## config.mk

```make
export PLATFORM = sky130hd
export DESIGN_NAME = slip_deframer_flat
export DESIGN_NICKNAME = d
export VERILOG_FILES = /design/src/hdl/sd_pkg.sv /design/src/hdl/sd_ifs.sv /design/src/hdl/sd_decode.sv /design/src/hdl/slip_deframer.sv /design/src/flat_wrapper.sv
export VERILOG_INCLUDE_DIRS = /design/src /design/src/hdl
export SDC_FILE = /design/constraint.sdc
export NUM_CORES = 1
export LEC_CHECK = 0
export ABC_AREA = 1
export BUFFER_PORTS_ARGS = -buffer_cell sky130_fd_sc_hd__buf_2
export CAP_MARGIN = 20
export CORE_MARGIN = 2
export CORE_UTILIZATION = 60
export DETAILED_ROUTE_END_ITERATION = 8
export PLACE_DENSITY = 0.85
export SYNTH_ARGS = -nofsm -noshare
export SYNTH_HDL_FRONTEND = slang
export SYNTH_SLANG_ARGS = --single-unit
```

## constraint.sdc

```tcl
create_clock -name i_clk -period 3.35 [get_ports i_clk]
set_input_delay 0.5025 -clock i_clk [delete_from_list [all_inputs] [get_ports i_clk]]
set_output_delay 0.5025 -clock i_clk [all_outputs]
set_load 0.1 [all_outputs]
```

## src/hdl/assert_macros.svh

```systemverilog
// assertion helpers used by slip_deframer
`ifndef ASSERT_MACROS_SVH
`define ASSERT_MACROS_SVH

`ifndef SYNTHESIS

// property must hold at every rising clock edge outside reset
`define SD_ASSERT(lbl, clk, rst_n, prop) \
    lbl: assert property (@(posedge clk) disable iff (!rst_n) prop) \
        else $error("assertion failed");

// condition must never be seen outside reset
`define SD_NEVER(lbl, clk, rst_n, cond) \
    lbl: assert property (@(posedge clk) disable iff (!rst_n) !(cond)) \
        else $error("forbidden condition seen");

`else

`define SD_ASSERT(lbl, clk, rst_n, prop)
`define SD_NEVER(lbl, clk, rst_n, cond)

`endif

`endif

```

## src/hdl/sd_pkg.sv

```systemverilog
`timescale 1ns / 1ps
`default_nettype none

package sd_pkg;

    // framing codes
    localparam logic [7:0] SLIP_END     = 8'hC0;
    localparam logic [7:0] SLIP_ESC     = 8'hDB;
    localparam logic [7:0] SLIP_ESC_END = 8'hDC;
    localparam logic [7:0] SLIP_ESC_ESC = 8'hDD;

    localparam int MAX_FRAME_BYTES_DEF = 2048;
    localparam int CFG_W               = 12;
    localparam int INDEX_W             = 11;
    localparam int LENGTH_W            = 12;
    localparam logic [CFG_W-1:0] MAX_LEN_RESET = 12'd2048;

    typedef enum logic [1:0] {
        MODE_WAIT   = 2'd0,
        MODE_FRAME  = 2'd1,
        MODE_ESCAPE = 2'd2,
        MODE_HUNT   = 2'd3
    } t_mode;

    typedef enum logic [1:0] {
        KIND_BYTE     = 2'd0,
        KIND_COMPLETE = 2'd1,
        KIND_REJECT   = 2'd2,
        KIND_ABORT    = 2'd3
    } t_kind;

    typedef struct packed {
        logic                has;
        t_kind               kind;
        logic [7:0]          payload;
        logic [INDEX_W-1:0]  index;
        logic [LENGTH_W-1:0] length;
    } t_result;

endpackage

`default_nettype wire

```

## src/hdl/sd_ifs.sv

```systemverilog
`timescale 1ns / 1ps
`default_nettype none

// received byte channel
interface sd_in_if;
    logic       valid;
    logic       ready;
    logic [7:0] data_byte;

    modport source (output valid, output data_byte, input ready);
    modport sink   (input valid, input data_byte, output ready);
endinterface

// decoded result channel
interface sd_out_if;
    logic        valid;
    logic        ready;
    logic [1:0]  kind;
    logic [7:0]  payload_byte;
    logic [10:0] byte_index;
    logic [11:0] frame_length;

    modport source (output valid, output kind, output payload_byte, output byte_index,
                    output frame_length, input ready);
    modport sink   (input valid, input kind, input payload_byte, input byte_index,
                    input frame_length, output ready);
endinterface

// limit register write channel
interface sd_cfg_if;
    logic        valid;
    logic        ready;
    logic [11:0] max_frame_length;

    modport source (output valid, output max_frame_length, input ready);
    modport sink   (input valid, input max_frame_length, output ready);
endinterface

`default_nettype wire

```

## src/hdl/sd_decode.sv

```systemverilog
`timescale 1ns / 1ps
`default_nettype none

module sd_decode
    import sd_pkg::*;
#(
    parameter int MAX_FRAME_BYTES = MAX_FRAME_BYTES_DEF,
    parameter int CNT_W           = 12
) (
    input  wire t_mode              i_mode,
    input  wire logic [CNT_W-1:0]   i_count,
    input  wire logic [7:0]         i_byte,
    input  wire logic [CFG_W-1:0]   i_max_len,
    output t_mode                   o_mode,
    output logic [CNT_W-1:0]        o_count,
    output t_result                 o_result
);

    logic       room;
    logic       esc_ok;
    logic [7:0] literal;

    // room left under both the register and the build-time limit
    assign room = (CFG_W'(i_count) < i_max_len) &&
                  (32'(i_count) < 32'(MAX_FRAME_BYTES));

    assign esc_ok = (i_byte == SLIP_ESC_END) || (i_byte == SLIP_ESC_ESC);

    always_comb begin
        if (i_mode == MODE_ESCAPE) begin
            literal = (i_byte == SLIP_ESC_END) ? SLIP_END : SLIP_ESC;
        end else begin
            literal = i_byte;
        end
    end

    // next state
    always_comb begin
        o_mode  = i_mode;
        o_count = i_count;
        unique case (i_mode) inside
            MODE_WAIT, MODE_FRAME: begin
                if (i_byte == SLIP_END) begin
                    if (i_mode == MODE_WAIT) begin
                        o_mode = MODE_FRAME;
                    end else begin
                        o_mode  = MODE_WAIT;
                        o_count = '0;
                    end
                end else if (i_byte == SLIP_ESC) begin
                    o_mode = MODE_ESCAPE;
                end else if (room) begin
                    o_mode  = MODE_FRAME;
                    o_count = i_count + CNT_W'(1);
                end else begin
                    o_mode = MODE_HUNT;
                end
            end
            MODE_ESCAPE: begin
                if (esc_ok && room) begin
                    o_mode  = MODE_FRAME;
                    o_count = i_count + CNT_W'(1);
                end else begin
                    o_mode = MODE_HUNT;
                end
            end
            MODE_HUNT: begin
                if (i_byte == SLIP_END) begin
                    o_mode  = MODE_WAIT;
                    o_count = '0;
                end
            end
            default: begin
                o_mode = MODE_WAIT;
            end
        endcase
    end

    // result
    always_comb begin
        o_result         = '0;
        o_result.kind    = KIND_BYTE;
        unique case (i_mode) inside
            MODE_WAIT, MODE_FRAME: begin
                if (i_byte == SLIP_END) begin
                    if (i_mode == MODE_FRAME && i_count != '0) begin
                        o_result.has    = 1'b1;
                        o_result.kind   = (i_count[1:0] == 2'b00) ? KIND_COMPLETE
                                                                  : KIND_REJECT;
                        o_result.length = LENGTH_W'(i_count);
                    end
                end else if (i_byte != SLIP_ESC) begin
                    o_result.has = 1'b1;
                    if (room) begin
                        o_result.payload = literal;
                        o_result.index   = INDEX_W'(i_count);
                    end else begin
                        o_result.kind = KIND_ABORT;
                    end
                end
            end
            MODE_ESCAPE: begin
                o_result.has = 1'b1;
                if (esc_ok && room) begin
                    o_result.payload = literal;
                    o_result.index   = INDEX_W'(i_count);
                end else begin
                    o_result.kind = KIND_ABORT;
                end
            end
            default: begin
                o_result.has = 1'b0;
            end
        endcase
    end

endmodule

`default_nettype wire

```

## src/hdl/slip_deframer.sv

```systemverilog
`timescale 1ns / 1ps
`default_nettype none

// slip deframer: strips slip framing (end 0xc0, esc 0xdb, esc_end 0xdc, esc_esc 0xdd)
// from a byte stream and passes each decoded payload byte on at once with its position
// in the frame; an end closing a non-empty frame gives a frame result (complete when
// the length is a multiple of 4, rejected otherwise), a bad escape or a frame past the
// length limit gives an abort, after which bytes are dropped until the next end. one
// byte is taken every cycle while the result register is free; the transfer loads the
// input register, the decode between the input and result registers loads the result
// register, and a stalled result holds the input. the limit is the smaller of the
// max_frame_length register and MAX_FRAME_BYTES; write the register only while idle.
// downstream keeps or discards the streamed bytes according to the frame result.

`include "assert_macros.svh"

module slip_deframer
    import sd_pkg::*;
#(
    parameter int MAX_FRAME_BYTES = MAX_FRAME_BYTES_DEF
) (
    input  wire logic i_clk,
    input  wire logic i_rst_n,
    sd_in_if.sink     i_in,
    sd_cfg_if.sink    i_cfg,
    sd_out_if.source  o_out
);

    // the count never passes the effective limit, which the 12-bit register caps
    localparam int CNT_MAX = (MAX_FRAME_BYTES < 4095) ? MAX_FRAME_BYTES : 4095;
    localparam int CNT_W   = $clog2(CNT_MAX + 1);

    // input register
    logic             r_in_valid;
    logic [7:0]       r_in_byte;

    // decode state and limit register
    t_mode            r_mode;
    t_mode            n_mode;
    logic [CNT_W-1:0] r_count;
    logic [CNT_W-1:0] n_count;
    logic [CFG_W-1:0] r_max_len;

    // result register
    logic             r_out_valid;
    t_result          r_out;
    t_result          n_result;

    logic             out_free;
    logic             advance;

    // result register can take a new value this cycle
    assign out_free = !r_out_valid || o_out.ready;
    // byte in the input register is decoded and retired this cycle
    assign advance  = r_in_valid && out_free;

    assign i_in.ready  = !r_in_valid || out_free;
    assign i_cfg.ready = 1'b1;

    // limit register
    always_ff @(posedge i_clk) begin
        if (!i_rst_n) begin
            r_max_len <= MAX_LEN_RESET;
        end else if (i_cfg.valid) begin
            r_max_len <= i_cfg.max_frame_length;
        end
    end

    // input register, refilled whenever it empties
    always_ff @(posedge i_clk) begin
        if (!i_rst_n) begin
            r_in_valid <= 1'b0;
        end else if (i_in.ready) begin
            r_in_valid <= i_in.valid;
        end
    end

    always_ff @(posedge i_clk) begin
        if (i_in.valid && i_in.ready) begin
            r_in_byte <= i_in.data_byte;
        end
    end

    sd_decode #(
        .MAX_FRAME_BYTES (MAX_FRAME_BYTES),
        .CNT_W           (CNT_W)
    ) u_decode (
        .i_mode    (r_mode),
        .i_count   (r_count),
        .i_byte    (r_in_byte),
        .i_max_len (r_max_len),
        .o_mode    (n_mode),
        .o_count   (n_count),
        .o_result  (n_result)
    );

    // decode state moves only when the byte retires
    always_ff @(posedge i_clk) begin
        if (!i_rst_n) begin
            r_mode  <= MODE_WAIT;
            r_count <= '0;
        end else if (advance) begin
            r_mode  <= n_mode;
            r_count <= n_count;
        end
    end

    // result register; a byte with no result just empties it on transfer
    always_ff @(posedge i_clk) begin
        if (!i_rst_n) begin
            r_out_valid <= 1'b0;
        end else if (out_free) begin
            r_out_valid <= advance && n_result.has;
        end
    end

    always_ff @(posedge i_clk) begin
        if (advance && n_result.has) begin
            r_out <= n_result;
        end
    end

    assign o_out.valid        = r_out_valid;
    assign o_out.kind         = r_out.kind;
    assign o_out.payload_byte = r_out.payload;
    assign o_out.byte_index   = r_out.index;
    assign o_out.frame_length = r_out.length;

    // waiting for a frame always starts from an empty count
    `SD_ASSERT(a_wait_empty, i_clk, i_rst_n, (r_mode == MODE_WAIT) |-> (r_count == '0))
    // count stays within the build-time limit
    `SD_NEVER(a_count_cap, i_clk, i_rst_n, 32'(r_count) > 32'(MAX_FRAME_BYTES))
    // a held abort leaves the decoder hunting for end
    `SD_ASSERT(a_abort_hunt, i_clk, i_rst_n,
               (r_out_valid && r_out.kind == KIND_ABORT) |-> (r_mode == MODE_HUNT))
    // a complete frame is non-empty and 4-byte aligned
    `SD_ASSERT(a_complete_len, i_clk, i_rst_n,
               (r_out_valid && r_out.kind == KIND_COMPLETE) |->
               (r_out.length[1:0] == 2'b00 && r_out.length != '0))
    // a stalled result freezes the decode state
    `SD_ASSERT(a_stall_hold, i_clk, i_rst_n,
               (r_out_valid && !o_out.ready) |=> ($stable(r_count) && $stable(r_mode)))

endmodule

`default_nettype wire
```

## src/flat_wrapper.sv

```systemverilog
// flat-port wrapper written by rule: the top's interface ports become plain ports
module slip_deframer_flat import sd_pkg::*;
#(
    parameter int MAX_FRAME_BYTES = MAX_FRAME_BYTES_DEF
)
  (i_clk, i_rst_n, i_in_valid, i_in_data_byte, i_in_ready, i_cfg_valid, i_cfg_max_frame_length, i_cfg_ready, o_out_valid, o_out_kind, o_out_payload_byte, o_out_byte_index, o_out_frame_length, o_out_ready);
  sd_in_if i_in_i ();
  sd_cfg_if i_cfg_i ();
  sd_out_if o_out_i ();
  input  wire logic i_clk;
  input  wire logic i_rst_n;
  input wire logic [$bits(i_in_i.valid)-1:0] i_in_valid;
  input wire logic [$bits(i_in_i.data_byte)-1:0] i_in_data_byte;
  output wire logic [$bits(i_in_i.ready)-1:0] i_in_ready;
  input wire logic [$bits(i_cfg_i.valid)-1:0] i_cfg_valid;
  input wire logic [$bits(i_cfg_i.max_frame_length)-1:0] i_cfg_max_frame_length;
  output wire logic [$bits(i_cfg_i.ready)-1:0] i_cfg_ready;
  output wire logic [$bits(o_out_i.valid)-1:0] o_out_valid;
  output wire logic [$bits(o_out_i.kind)-1:0] o_out_kind;
  output wire logic [$bits(o_out_i.payload_byte)-1:0] o_out_payload_byte;
  output wire logic [$bits(o_out_i.byte_index)-1:0] o_out_byte_index;
  output wire logic [$bits(o_out_i.frame_length)-1:0] o_out_frame_length;
  input wire logic [$bits(o_out_i.ready)-1:0] o_out_ready;
  assign i_in_i.valid = i_in_valid;
  assign i_in_i.data_byte = i_in_data_byte;
  assign i_in_ready = i_in_i.ready;
  assign i_cfg_i.valid = i_cfg_valid;
  assign i_cfg_i.max_frame_length = i_cfg_max_frame_length;
  assign i_cfg_ready = i_cfg_i.ready;
  assign o_out_valid = o_out_i.valid;
  assign o_out_kind = o_out_i.kind;
  assign o_out_payload_byte = o_out_i.payload_byte;
  assign o_out_byte_index = o_out_i.byte_index;
  assign o_out_frame_length = o_out_i.frame_length;
  assign o_out_i.ready = o_out_ready;
  slip_deframer #(.MAX_FRAME_BYTES(MAX_FRAME_BYTES)) u_core (.i_clk(i_clk), .i_rst_n(i_rst_n), .i_in(i_in_i), .i_cfg(i_cfg_i), .o_out(o_out_i));
endmodule
```

; After elaboration in Yosys (flattened, before gate mapping)
; Cells that the tools add are included.
[totals]
register_bits = 69
output_inout_bits = 36
[classes]
magnitude_cmp = 2
muxes = 27
eq_ne = 13
n_reduce_logical = 19
addsub = 1
[op_table]
columns = op, n
row1 = two-way mux 12 bit, 6
row2 = two-way mux 19 bit, 3
row3 = case mux 21 bit (2 select lines), 1
row4 = case mux 12 bit (3 select lines), 1
row5 = "equality test 8 bit, second input constant", 4
row6 = two-way mux 22 bit, 1
row7 = two-way mux 2 bit, 8
row8 = "adder 12 x 1 -> 12 bit, second input constant", 1
row9 = < comparator 12 bit, 1
row10 = "< comparator 12 bit, second input constant", 1
row11 = nonzero test 12 bit, 1
row12 = "!= test 3 bit, second input constant", 3
row13 = two-way mux 8 bit, 1
row14 = "!= test 8 bit, second input constant", 1
row15 = AND reduction 7 bit, 1
row16 = logical AND 1 bit, 6
row17 = two-way mux 3 bit, 2
row18 = case mux 2 bit (3 select lines), 1
row19 = two-way mux 5 bit, 1
row20 = "equality test 2 bit, second input constant", 2
row21 = logical NOT 2 bit, 2
row22 = logical OR 1 bit, 3
row23 = AND reduction 3 bit, 1
row24 = nonzero test 3 bit, 1
row25 = 8 further kinds, 9

; Depth between registers and ports, before layout
; Gate-level depths: netlist of run 1.
[depth]
depth_word = 8
mapped_depth = 13
ltp_nobuf = 12

; Hierarchy
; From an unflattened synthesis of run 1, not the netlist that was laid out.
[unflattened]
hier_cells = 505
area_unflattened_um2 = 3925.0
[modules_own_cells]
columns = mod, area_per_inst_um2, n_inst, seq_area_each_um2, cells_each
row1 = slip_deframer, 2391.0, 1, 1791.7, 203
row2 = sd_decode, 1534.0, 1, 0.0, 302

; Worst setup path after synthesis of run 1
; OpenSTA, ideal clock, no wires.
[synth_path]
path_type = reg2reg
startpoint = register u_core.r_out_valid (netlist: u_core.o_out.valid)
endpoint = register u_core.r_in_byte[0], enable pin
path_buffers = 0
t_arrival_ns = 2.438
stages_incl_launch_ff = 4
period_less_slack_ns = 2.717
setup_time_ns = 0.279
slack_ns = 0.633
path_cell_list = dfxtp_1 nand3_1 nand2_1 inv_1
[synth_between]
elab_chain_len = 4
[synth_lines]
columns = item, line
row1 = from (decl), slip_deframer.sv:45  ; logic r_out_valid;
row2 = from (signal assigned), slip_deframer.sv:113  ; r_out_valid <= advance && n_result.has;
row3 = logical NOT 1 bit, slip_deframer.sv:53  ; assign out_free = !r_out_valid || o_out.ready;
row4 = logical OR 1 bit, slip_deframer.sv:53
row5 = logical OR 1 bit, slip_deframer.sv:57  ; assign i_in.ready = !r_in_valid || out_free;
row6 = named net i_in_ready, flat_wrapper.sv:14  ; output wire logic [$bits(i_in_i.ready)-1:0] i_in_ready;
row7 = logical AND 1 bit, slip_deframer.sv:79  ; if (i_in.valid && i_in.ready) begin
row8 = to (signal assigned), slip_deframer.sv:80  ; r_in_byte <= i_in.data_byte;
row9 = to (decl), slip_deframer.sv:35  ; logic [7:0] r_in_byte;
; The timed path passes the listed nets, and every way through them passes these cells.
; A chain may end at the register's enable or synchronous reset.

; Worst setup path in the final report of run 1
[layout_path]
startpoint = register u_core.r_count[7]
endpoint = register u_core.r_count[8]
[layout_between]
elab_chain_len = 5
word_cells_on_any_way = 13
classes_between = add/sub: 1 / order compare: 2 / eq/ne: 2 / mux: 5 / reduce/logical: 3
[layout_lines]
columns = item, line
row1 = from (decl), slip_deframer.sv:40  ; logic [CNT_W-1:0] r_count;
row2 = from (signal assigned), slip_deframer.sv:104  ; r_count <= n_count;
row3 = "adder 12 x 1 -> 12 bit, or another cell as far along", "sd_decode.sv:54, sd_decode.sv:62"
row4 = two-way mux 12 bit or logical AND 1 bit (tied branches), "sd_decode.sv:52, sd_decode.sv:24"
row5 = two-way mux 12 bit or logical AND 1 bit (tied branches), "sd_decode.sv:50, sd_decode.sv:60"
row6 = two-way mux 12 bit or != test 2 x 1 -> 1 bit (tied branches), n/a
row7 = case mux 12 bit (3 select lines) or AND reduction 7 bit (tied branches), n/a
; Parallel ways exist; a longest one is shown, timed or not. The select of a mux whose other input is x is not followed.

==> impl_results.md, run 1 <==
* Share of layout cells above drive strength 1 at 0.2000
* Global Route Usage Sum at 0.2324
* Worst path cell trace: ha_1 > a21oi_1 > nand2_1 > a21oi_2 > nand2_2 > a21oi_4 > nand2_1 > nand2_1 > a21oi_1
* FP Rows at 27
* RSZ-0062 raised after global routing: false
* Max VDD drop at 294.3 uV
* FF/Latch Area at 1792 um^2
* Multi-input combinational cell area at 1396 um^2
* Critical path class: register to register
* Ports at 61
* Number of synthesized register bits at 69
* Initial antenna violation count at 0
* Synthesized instance count at 407
* Die height at 80 um
* Grt total ovfl at 0
* Hold Path Stages at 1
* Clock sinks at 69
* Min-delay worst type: primary input to register
* CP most frequent cell: nand2_1
* WL/cell at 12.92 um
* Reg2Reg Depth at 9
* Max Clk Rate at 0.4188 GHz
* PwrDens at 524.4 nW/um^2
* Syn Area/Cell at 8.516 um^2
* Vias at 2935
* Starting Density at 0.6256
* Fin. max-slew vios at 0
* Hold buffers post-CTS at 0
* P_leak at 1.763 nW
* Post-CTS setup buffers at 0
* Die ar. at 6400 um^2
* Synth Cell Area at 3466 um^2
* Synthesized Nets at 445
* Clk_lat worst skew at 340 ps
* Detailed Routing Iterations Pass 1 at 6
* Final Cell Area at 3993 um^2
* Tmin final at 2388 ps
* Area delta synth->final at 15.20%
* Final wirelength at 7002 um
* Worst Skew at 9.284 ps
* Highest-delay cell along the critical path: dfxtp_1
* Netlist cell types at 34
* Worst R2R Setup Slack at 960 ps
* DRT antenna net count at 0
* H-Tree Depth at 3
* Worst-path clk slew at 70 ps
* Yosys Warn Count at 0
* Number of CTS-inserted buffers at 9
* Fin. Hold Viols at 0
* Initial DRC count at 339
* Final TNS setup at 0 ps
* Measured slew at the worst slew-check pin at 512.6 ps
* Die Width at 80 um
* CTS tree: built
* GP Congestion at 0.9319
* Final HPWL DP at 5142 um
* CP endpoint kind: register
* Worst Path Required at 3580 ps
* Filler instances at 411
* Core area at 5540 um^2
* PostCTS Resize Cnt at 0
* Crit path largest cell delay at 470 ps
* Dominant cell type by area after synthesis: edfxtp_1
* Remaining DRCs at 0
* Setup Viol. Count Final at 0
* MaxCap Viol Count at 0
* Inserted Diodes at 0
* Max_slew headroom at 0.6575
* Fin crit share at 0.7128
* First-pass GRT wire length at 11480 um
* Vias in the first global route at 2555
* Worst EP arrival at 2610 ps
* Post-DP Area at 3765 um^2
* Largest net degree at the start of global routing at 34
* Status: finished clean
* Share of the synthesized area in the top cell type at 0.3552
* Clk buf depth at 2
* Crit Path Max Fanout at 21
* Final layout net count at 503
* Top post-synthesis cells by area: edfxtp_1 (36%), dfxtp_1 (16%), nand2_1 (9.4%)
* Root buffer cell: clkbuf_8
* Worst setup SP type: register
* Seq/Total Area, Yosys at 0.5170
* Via/cell ratio at 5.415
* # port buffers at 59
[metal layers]
metal  vias to the layer above  global-route usage  wire [um]
li1                       1464                   -          -
met3                        14             0.03959        513
met4                         0             0.09831        142
met5                         -                   0          0
met1                      1329              0.3140       2973
met2                       128              0.3700       3372
[where the power goes]
group	internal (mW)	total, mW	switching (mW)
clock	0.361	0.663	0.302
sequential	0.958	0.992	0.0344
combinational	0.100	0.439	0.339
total	1.42	2.09	0.676
[critical path, delay by kind of cell (launching register included)]
| family | cells | cell delay [ps] |
|---|---|---|
| DFF | 1 | 470 |
| AOI/OAI and AO/OA | 4 | 960 |
| adders and majority gates | 1 | 310 |
| and+or+nand+nor | 4 | 530 |
[state kept, by name, summed over array words and instances, names as in the netlist]
register                   flops
u_core.o_out.valid             1
u_core.o_out.payload_byte      8
u_core.o_out.frame_length     12
u_core.r_in_byte               8
u_core.r_in_valid              1
u_core.o_out.kind              2
u_core.o_out.byte_index       11
u_core.r_max_len              12
u_core.r_mode                  2
u_core.r_count                12
[cell usage after synthesis (all sizes together)]
cell	instances
clkinv	2
or2	1
nor3	1
dfxtp	28
nand3b	1
o31ai	1
nand2	95
o211ai	1
nor2	57
nand4	10
nand3	36
inv	49
conb	1
o21ai	19
buf	8
ha	13
edfxtp	41
a21boi	1
clkbuf	5
xor2	1
a21oi	36
[cell families after synthesis]
| kind of cell | count (synthesis) | synth area share |
|---|---|---|
| buffers and inverters | 64 | 0.08014 |
| and+or+nand+nor | 201 | 0.2621 |
| xor gates and xnor gates | 1 | 0.002528 |
| adders and majority gates | 13 | 0.04693 |
| AOI/OAI and AO/OA | 58 | 0.09026 |
| other | 1 | 0.001082 |
| DFF | 69 | 0.5170 |
[metrics by stage]
step | power [mW] | setup WS [ps] | utilization | cells | hold slack, ps
after CTS | 2.093 | 915.5 | 0.7157 | 541 | 322.5
after global placement | 1.428 | 952.0 | 0.6795 | 525 | 451.1
after floorplan | 1.368 | 632.7 | - | 407 | 435.4
after detailed placement | 1.440 | 902.1 | 0.6795 | 525 | 455.4
after global routing | 2.181 | 806.5 | 0.7206 | 542 | 323.7
final | 2.094 | 962.0 | 0.7206 | 542 | 330.5
[final cells by class]
cell class	instances	share of cell area
Inverter	51	0.04795
Multi-Input combinational cell	274	0.3497
Tap cell	72	0.02256
Sequential cell	69	0.4488
Timing Repair Buffer	60	0.08085
Clock inverter	6	0.01567
Clock buffer	10	0.03447
[layout by cell type, fill, tap and decap left out, types with 2 or more instances in the layout]
cell type   netlist  final
nor2_4            2      2
clkbuf_8          0     10
o21ai_0          18     18
nand4_1          10     10
edfxtp_1         41     41
clkinvlp_4        0      3
ha_1             13     13
inv_1            46     46
clkinv_2          0      2
nand2_1          87     87
nand2_2           6      6
dfxtp_1          28     28
nand3_1          35     35
nor2_1           53     53
a21oi_1          34     34
inv_2             3      3
nand2_4           2      2
clkinv_1          2      2
buf_2             2     59
[worst paths after layout]
path / from / to
setup / recovery: u_core.r_count[7]$_SDFFE_PN0P_ / u_core.r_count[8]$_SDFFE_PN0P_
hold / removal: i_in_data_byte[6] / u_core.r_in_byte[6]$_DFFE_PP_
setup reg to reg: u_core.r_count[7]$_SDFFE_PN0P_ / u_core.r_count[8]$_SDFFE_PN0P_
hold reg to reg: u_core.r_max_len[6]$_SDFFE_PN0P_ / u_core.r_max_len[6]$_SDFFE_PN0P_
Power figures use the tool's default switching activity.
==> run 2, diff against run 1 <==
Settings changed: CORE_UTILIZATION 60 to 50, PLACE_DENSITY 0.85 to 0.75.
Clock period 3.35 ns to 2.01 ns, I/O delays scaled along.
==> run 2 against run 1 <==
  * Clock power rose by 57%
  * Critical endpoint is now u_core.o_out.byte_index[1]$_DFFE_PP_
  * Utilization decreased by 6.1 points
  * Hold slack worse by 200 ps
  * Clock skew down 0.61 ps
  * Register-to-register slack got worse by 900 ps
  * Global-route usage fell by 3.4 points
  * Critical path type unchanged
  * Highest routed layer unchanged
==> impl_results.md, run 2 (synthesized netlist as in run 1, its figures left out) <==
* Crit path largest cell delay at 320 ps (-150 ps)
* WL/cell at 13.54 um (+4.8%)
* Vias at 3022 (+3.0%)
* Hold buffers post-CTS at 0 (unchanged)
* Worst EP arrival at 2150 ps (-460 ps)
* PwrDens at 809.0 nW/um^2 (+54%)
* P_leak at 1.918 nW (+8.8%)
* Die Width at 87.26 um (+9.1%)
* Final TNS setup at 0 ps (unchanged)
* Root buffer cell: clkbuf_8
* Worst R2R Setup Slack at 60 ps (-900 ps)
* WL met2 at 3817 um (+13%)
* Fin crit share at 0.9678 (+0.2549)
* Worst path top cell family by delay: simple AND/OR/NAND/NOR gates
* Critical path class: register to register
* Via/cell ratio at 5.228 (-3.4%)
* Clock sinks at 69 (unchanged)
* Die height at 87.26 um (+9.1%)
* Clk buf depth at 2 (unchanged)
* Pre-CTS setup slack at 5.225 ps (-896.9 ps)
* Final Worst Setup Slack at 64.77 ps (-897.2 ps)
* MaxCap Viol Count at 0 (unchanged)
* Final HPWL DP at 5325 um (+3.6%)
* Inserted Diodes at 0 (unchanged)
* Final layout net count at 531 (+5.6%)
* Global Route Usage Sum at 0.1986 (-0.03379)
* Setup Viol. Count Final at 0 (unchanged)
* CTS tree: built
* M1 WL at 3456 um (+16%)
* Worst setup SP type: register
* FP Rows at 30 (+11%)
* Power, Total at 3.606 mW (+72%)
* Share of layout cells above drive strength 1 at 0.3273 (+0.1273)
* Starting Density at 0.5130 (-0.1126)
* Hold_ws at 127.1 ps (-203.4 ps)
* Worst-path clk slew at 70 ps (about the same)
* Vias in the first global route at 2619 (+2.5%)
* Worst path cell trace: inv_2 > ha_4 > nand2_1 > nand2_1 > nand2_2 > nand2_2 > a21oi_4 > nand4_1 > nand2_2 > clkinvlp_4 > nor2_1
* H-Tree Depth at 3 (unchanged)
* Number of CTS-inserted buffers at 9 (unchanged)
* Crit Path Max Fanout at 6 (-71%)
* CP bufs+invs at 2 (+2)
* Max Clk Rate at 0.5141 GHz (+23%)
* Initial antenna violation count at 0 (unchanged)
* Detailed Routing Iterations Pass 1 at 5 (-1)
* Final wirelength at 7828 um (+12%)
* Met3 routed WL at 380 um (-26%)
* Area delta synth->final at 28.63%
* Grt total ovfl at 0 (unchanged)
* Leading cell types in the layout, fill and taps excluded: nand2_1 (81), buf_2 (59), nor2_1 (51), edfxtp_1 (41), inv_1 (37)
* Die ar. at 7613 um^2 (+19%)
* # port buffers at 59 (unchanged)
* Fin. Hold Viols at 0 (unchanged)
* Core area at 6756 um^2 (+22%)
* Min-delay worst type: primary input to register
* Initial DRC count at 277 (-18%)
* GP Congestion at 0.9262 (-0.61%)
* Highest-delay cell along the critical path: dfxtp_1
* Status: finished clean
* Most common cell after layout, fill and taps aside: nand2_1
* Ports at 61 (unchanged)
* Remaining DRCs at 0 (unchanged)
* Clk_lat worst skew at 340 ps (about the same)
* Fin. max-slew vios at 0 (unchanged)
* DRT antenna net count at 0 (unchanged)
* Tmin final at 1945 ps (-442.8 ps)
* Worst Path Required at 2210 ps (-1370 ps)
* CP most frequent cell: nand2_2
* Largest net degree at the start of global routing at 34 (unchanged)
* CP endpoint kind: register
* Max VDD drop at 352.6 uV (+20%)
* Util after Layout at 0.6598 (-0.06083)
* Worst Skew at 8.674 ps (-0.6102 ps)
* Uppermost layer routed: met4
* First-pass GRT wire length at 11880 um (+3.5%)
[run 2: changes by cell type in the layout (fill, tap and decap cells not counted), moves of 5 or more]
cell and change:
a21oi_1 -5, buf_12 +5, buf_4 +21, dfxtp_1 -11, dfxtp_2 +10, ha_1 -7
ha_4 +7, inv_1 -9, inv_2 +7, nand2_1 -6, nand3_1 -5, nand3_2 +5
[run 2: routing by layer]
layer / vias up / global-route usage
met2: 102 / 0.3168
li1: 1518 / -
met3: 16 / 0.03791
met5: - / 0
met1: 1386 / 0.2642
met4: 0 / 0.08392
[run 2: power by group]
part	switching, mW	leakage, nW	internal (mW)
clock	0.478	0.0867	0.567
combinational	0.649	1.20	0.268
sequential	0.0456	0.629	1.60
[run 2: final timing paths]
path                               startpoint                              endpoint  cells after the start
min                         i_in_data_byte[6]         u_core.r_in_byte[6]$_DFFE_PP_                      1
max reg2reg  u_core.r_max_len[5]$_SDFFE_PN0P_  u_core.o_out.byte_index[1]$_DFFE_PP_                     11
max          u_core.r_max_len[5]$_SDFFE_PN0P_  u_core.o_out.byte_index[1]$_DFFE_PP_                     11
min reg2reg  u_core.r_max_len[8]$_SDFFE_PN0P_      u_core.r_max_len[8]$_SDFFE_PN0P_                      2
[run 2: area by class of cell]
class | count | area [um^2]
tap | 80 | 100.1
timing repair buffer | 87 | 589.3
clock inverter | 3 | 37.54
timing repair inverter | 1 | 7.507
clock buffer | 13 | 138.9
inverter | 51 | 197.7
multi-input combinational | 274 | 1579
sequential | 69 | 1808
fill | 538 | 2298
[run 2: through the flow]
step           instance area, um^2  cells
2_1_floorplan                 3488    407
3_3_place_gp                  3998    553
3_5_place_dp                  3998    553
4_1_cts                       4184    569
5_1_grt                       4458    578
6_report                      4458    578
[run 2: timing repair]
action                     in CTS  in global routing
pin swaps                       0                 14
gates cloned                    0                  2
setup endpoints to repair       3                 31
gates resized for setup         2                 46
buffers inserted                0                  7
==> run 3, diff against run 2 <==
Settings changed: REMOVE_ABC_BUFFERS from default to 1.
==> run 3 against run 2 <==
  * Combinational power is 8.6% lower
  * Critical endpoint is now u_core.o_out.byte_index[0]$_DFFE_PP_
  * Largest cell class unchanged
  * Critical path type unchanged
  * Clock skew down 0.81 ps
  * Fmax up 0.58%
==> impl_results.md, run 3 (synthesized netlist as in run 1, its figures left out) <==
* Internal Pwr Total at 2.539 mW (+4.3%)
* Die height at 87.26 um (unchanged)
* Final Cell Area at 4302 um^2 (-3.5%)
* Min-delay worst type: primary input to register
* RSZ-0062 raised after global routing: true
* Critical path class: register to register
* Worst Path Required at 2210 ps (about the same)
* # port buffers at 59 (unchanged)
* Number of CTS-inserted buffers at 9 (unchanged)
* Leading cell types in the layout, fill and taps excluded: nand2_1 (82), buf_2 (59), nor2_1 (50), inv_1 (43), edfxtp_1 (41)
* Util after Layout at 0.6367 (-0.02315)
* Core area at 6756 um^2 (unchanged)
* Via/cell ratio at 5.228 (about the same)
* Final Worst Setup Slack at 76.06 ps (+11.29 ps)
* Max Clk Rate at 0.5171 GHz (+0.58%)
* Die Width at 87.26 um (unchanged)
* Tmin final at 1934 ps (-11.29 ps)
* Sw Share at 0.3168 (-0.008273)
* Vias at 2975 (-1.6%)
* Pre-CTS setup slack at 15.03 ps (+9.804 ps)
* GP Congestion at 0.8609 (-7.1%)
* Clk_lat worst skew at 340 ps (about the same)
* Hold_ws at 134.0 ps (+6.887 ps)
* Worst Skew at 7.868 ps (-0.8061 ps)
* Remaining DRCs at 0 (unchanged)
* Final wirelength at 7611 um (-2.8%)
* Initial antenna violation count at 0 (unchanged)
* Power, Total at 3.716 mW (+3.0%)
* Vias in the first global route at 2647 (+1.1%)
* CTS tree: built
* Detailed Routing Iterations Pass 1 at 5 (unchanged)
* DRT antenna net count at 0 (unchanged)
* Clk buf depth at 2 (unchanged)
* Fin. Hold Viols at 0 (unchanged)
* Net load switching power at 1.177 mW (+0.42%)
* First-pass GRT wire length at 12090 um (+1.7%)
* Share of layout cells above drive strength 1 at 0.2679 (-0.05942)
* FF-to-FF End: u_core.o_out.byte_index[0]$_DFFE_PP_
* Starting Density at 0.5130 (unchanged)
* Hold Path Stages at 1 (unchanged)
* Reg-to-Reg Start: u_core.r_max_len[7]$_SDFFE_PN0P_
* Worst hold path endpoint: u_core.r_in_byte[1]$_DFFE_PP_
* Grt total ovfl at 0 (unchanged)
* Crit Path Max Fanout at 6 (unchanged)
* H-Tree Depth at 3 (unchanged)
* Final HPWL DP at 5526 um (+3.8%)
* MaxCap Viol Count at 0 (unchanged)
* Worst R2R Setup Slack at 80 ps (about the same)
* Hold Path Origin: i_in_data_byte[1]
* Reg2Reg Depth at 9 (-2)
* Status: finished clean
* Max VDD drop at 445.9 uV (+26%)
* Die ar. at 7613 um^2 (unchanged)
* Worst EP arrival at 2140 ps (about the same)
* Fin. max-slew vios at 0 (unchanged)
* WL/cell at 13.38 um (-1.2%)
* Clock power frac at 0.332 (+0.042)
* Comb power frac at 0.226 (-0.028)
* Largest net degree at the start of global routing at 34 (unchanged)
* Reg power frac at 0.442 (-0.014)
* PwrDens at 863.9 nW/um^2 (+6.8%)
* CP endpoint kind: register
* Initial DRC count at 182 (-34%)
* Root buffer cell: clkbuf_8
* Inserted Diodes at 0 (unchanged)
* FP Rows at 30 (unchanged)
* Worst setup SP type: register
* Ports at 61 (unchanged)
* Setup Viol. Count Final at 0 (unchanged)
* Area delta synth->final at 24.12%
* Fin crit share at 0.9622 (-0.005619)
* Most common cell after layout, fill and taps aside: nand2_1
* Worst-path clk slew at 70 ps (about the same)
* Final layout net count at 522 (-1.7%)
* Global Route Usage Sum at 0.2053 (+0.006673)
* Clock sinks at 69 (unchanged)
* Post-DP Area at 3960 um^2 (-0.94%)
* P_leak at 1.878 nW (-2.1%)
## run 3: critical path, cell delays in order (launching register included)
cell	delay (ps)
dfxtp_1	320
inv_2	50
ha_4	230
a21oi_1	200
nand2_2	100
a21oi_4	210
nand4_1	160
nand2_2	200
clkinvlp_4	180
nor2_1	120
## run 3: per-layer routing
metal  vias up  global-route usage  part of all wire
li1       1497                   -                 -
met1      1376              0.2729              0.46
met2        91              0.3320              0.49
met3        11             0.03318             0.041
met4         0             0.08811             0.016
met5         -                   0                 0
## run 3: power by group through the flow
stage / clock network, mW / logic [mW] / registers [mW]
final: 1.24 / 0.838 / 1.64
after global routing: 1.31 / 0.907 / 1.65
after CTS: 1.25 / 0.796 / 1.64
after detailed placement: 0 / 0.785 / 1.67
after global placement: 0 / 0.769 / 1.67
after floorplan: 0 / 0.304 / 1.95
## run 3: cell type report
class                   instances  area (um^2)
well taps                      80        100.1
clock inverters                 5        75.07
flip-flops and latches         69         1797
inverters                      51        193.9
repair inverters                1        7.507
multi-input cells             274         1495
clock buffers                  11        141.4
fillers                       603         2455
repair buffers                 78        491.7
## run 3: worst max path at each step
stage                                 startpoint                                   end  slack (ps)  depth (start not counted)
2_1_floorplan    u_core.o_out.valid$_SDFFE_PN0P_         u_core.r_in_byte[0]$_DFFE_PP_        -710                          3
3_3_place_gp    u_core.r_max_len[7]$_SDFFE_PN0P_        u_core.r_count[9]$_SDFFE_PN0P_         130                         10
3_5_place_dp    u_core.r_max_len[5]$_SDFFE_PN0P_        u_core.r_count[8]$_SDFFE_PN0P_          20                         12
4_1_cts        u_core.r_max_len[11]$_SDFFE_PN1P_  u_core.o_out.byte_index[7]$_DFFE_PP_          20                         11
5_1_grt          u_core.r_count[11]$_SDFFE_PN0P_  u_core.o_out.byte_index[2]$_DFFE_PP_         -20                         10
6_report        u_core.r_max_len[7]$_SDFFE_PN0P_  u_core.o_out.byte_index[0]$_DFFE_PP_          80                          9
## run 3: repair_timing
action                     in CTS  in global routing
gates resized for setup         2                 24
cloned                          0                  1
hold buffers                    0                  0
pin swaps                       0                 13
setup endpoints to repair       1                 70
buffers inserted                0                  1
## run 3: per-stage QoR
step | std cells | setup TNS [ps]
global placement | 551 | 0
finish | 569 | 0
CTS | 567 | 0
global route | 569 | -86.40
floorplan | 394 | -17610
detailed placement | 551 | 0
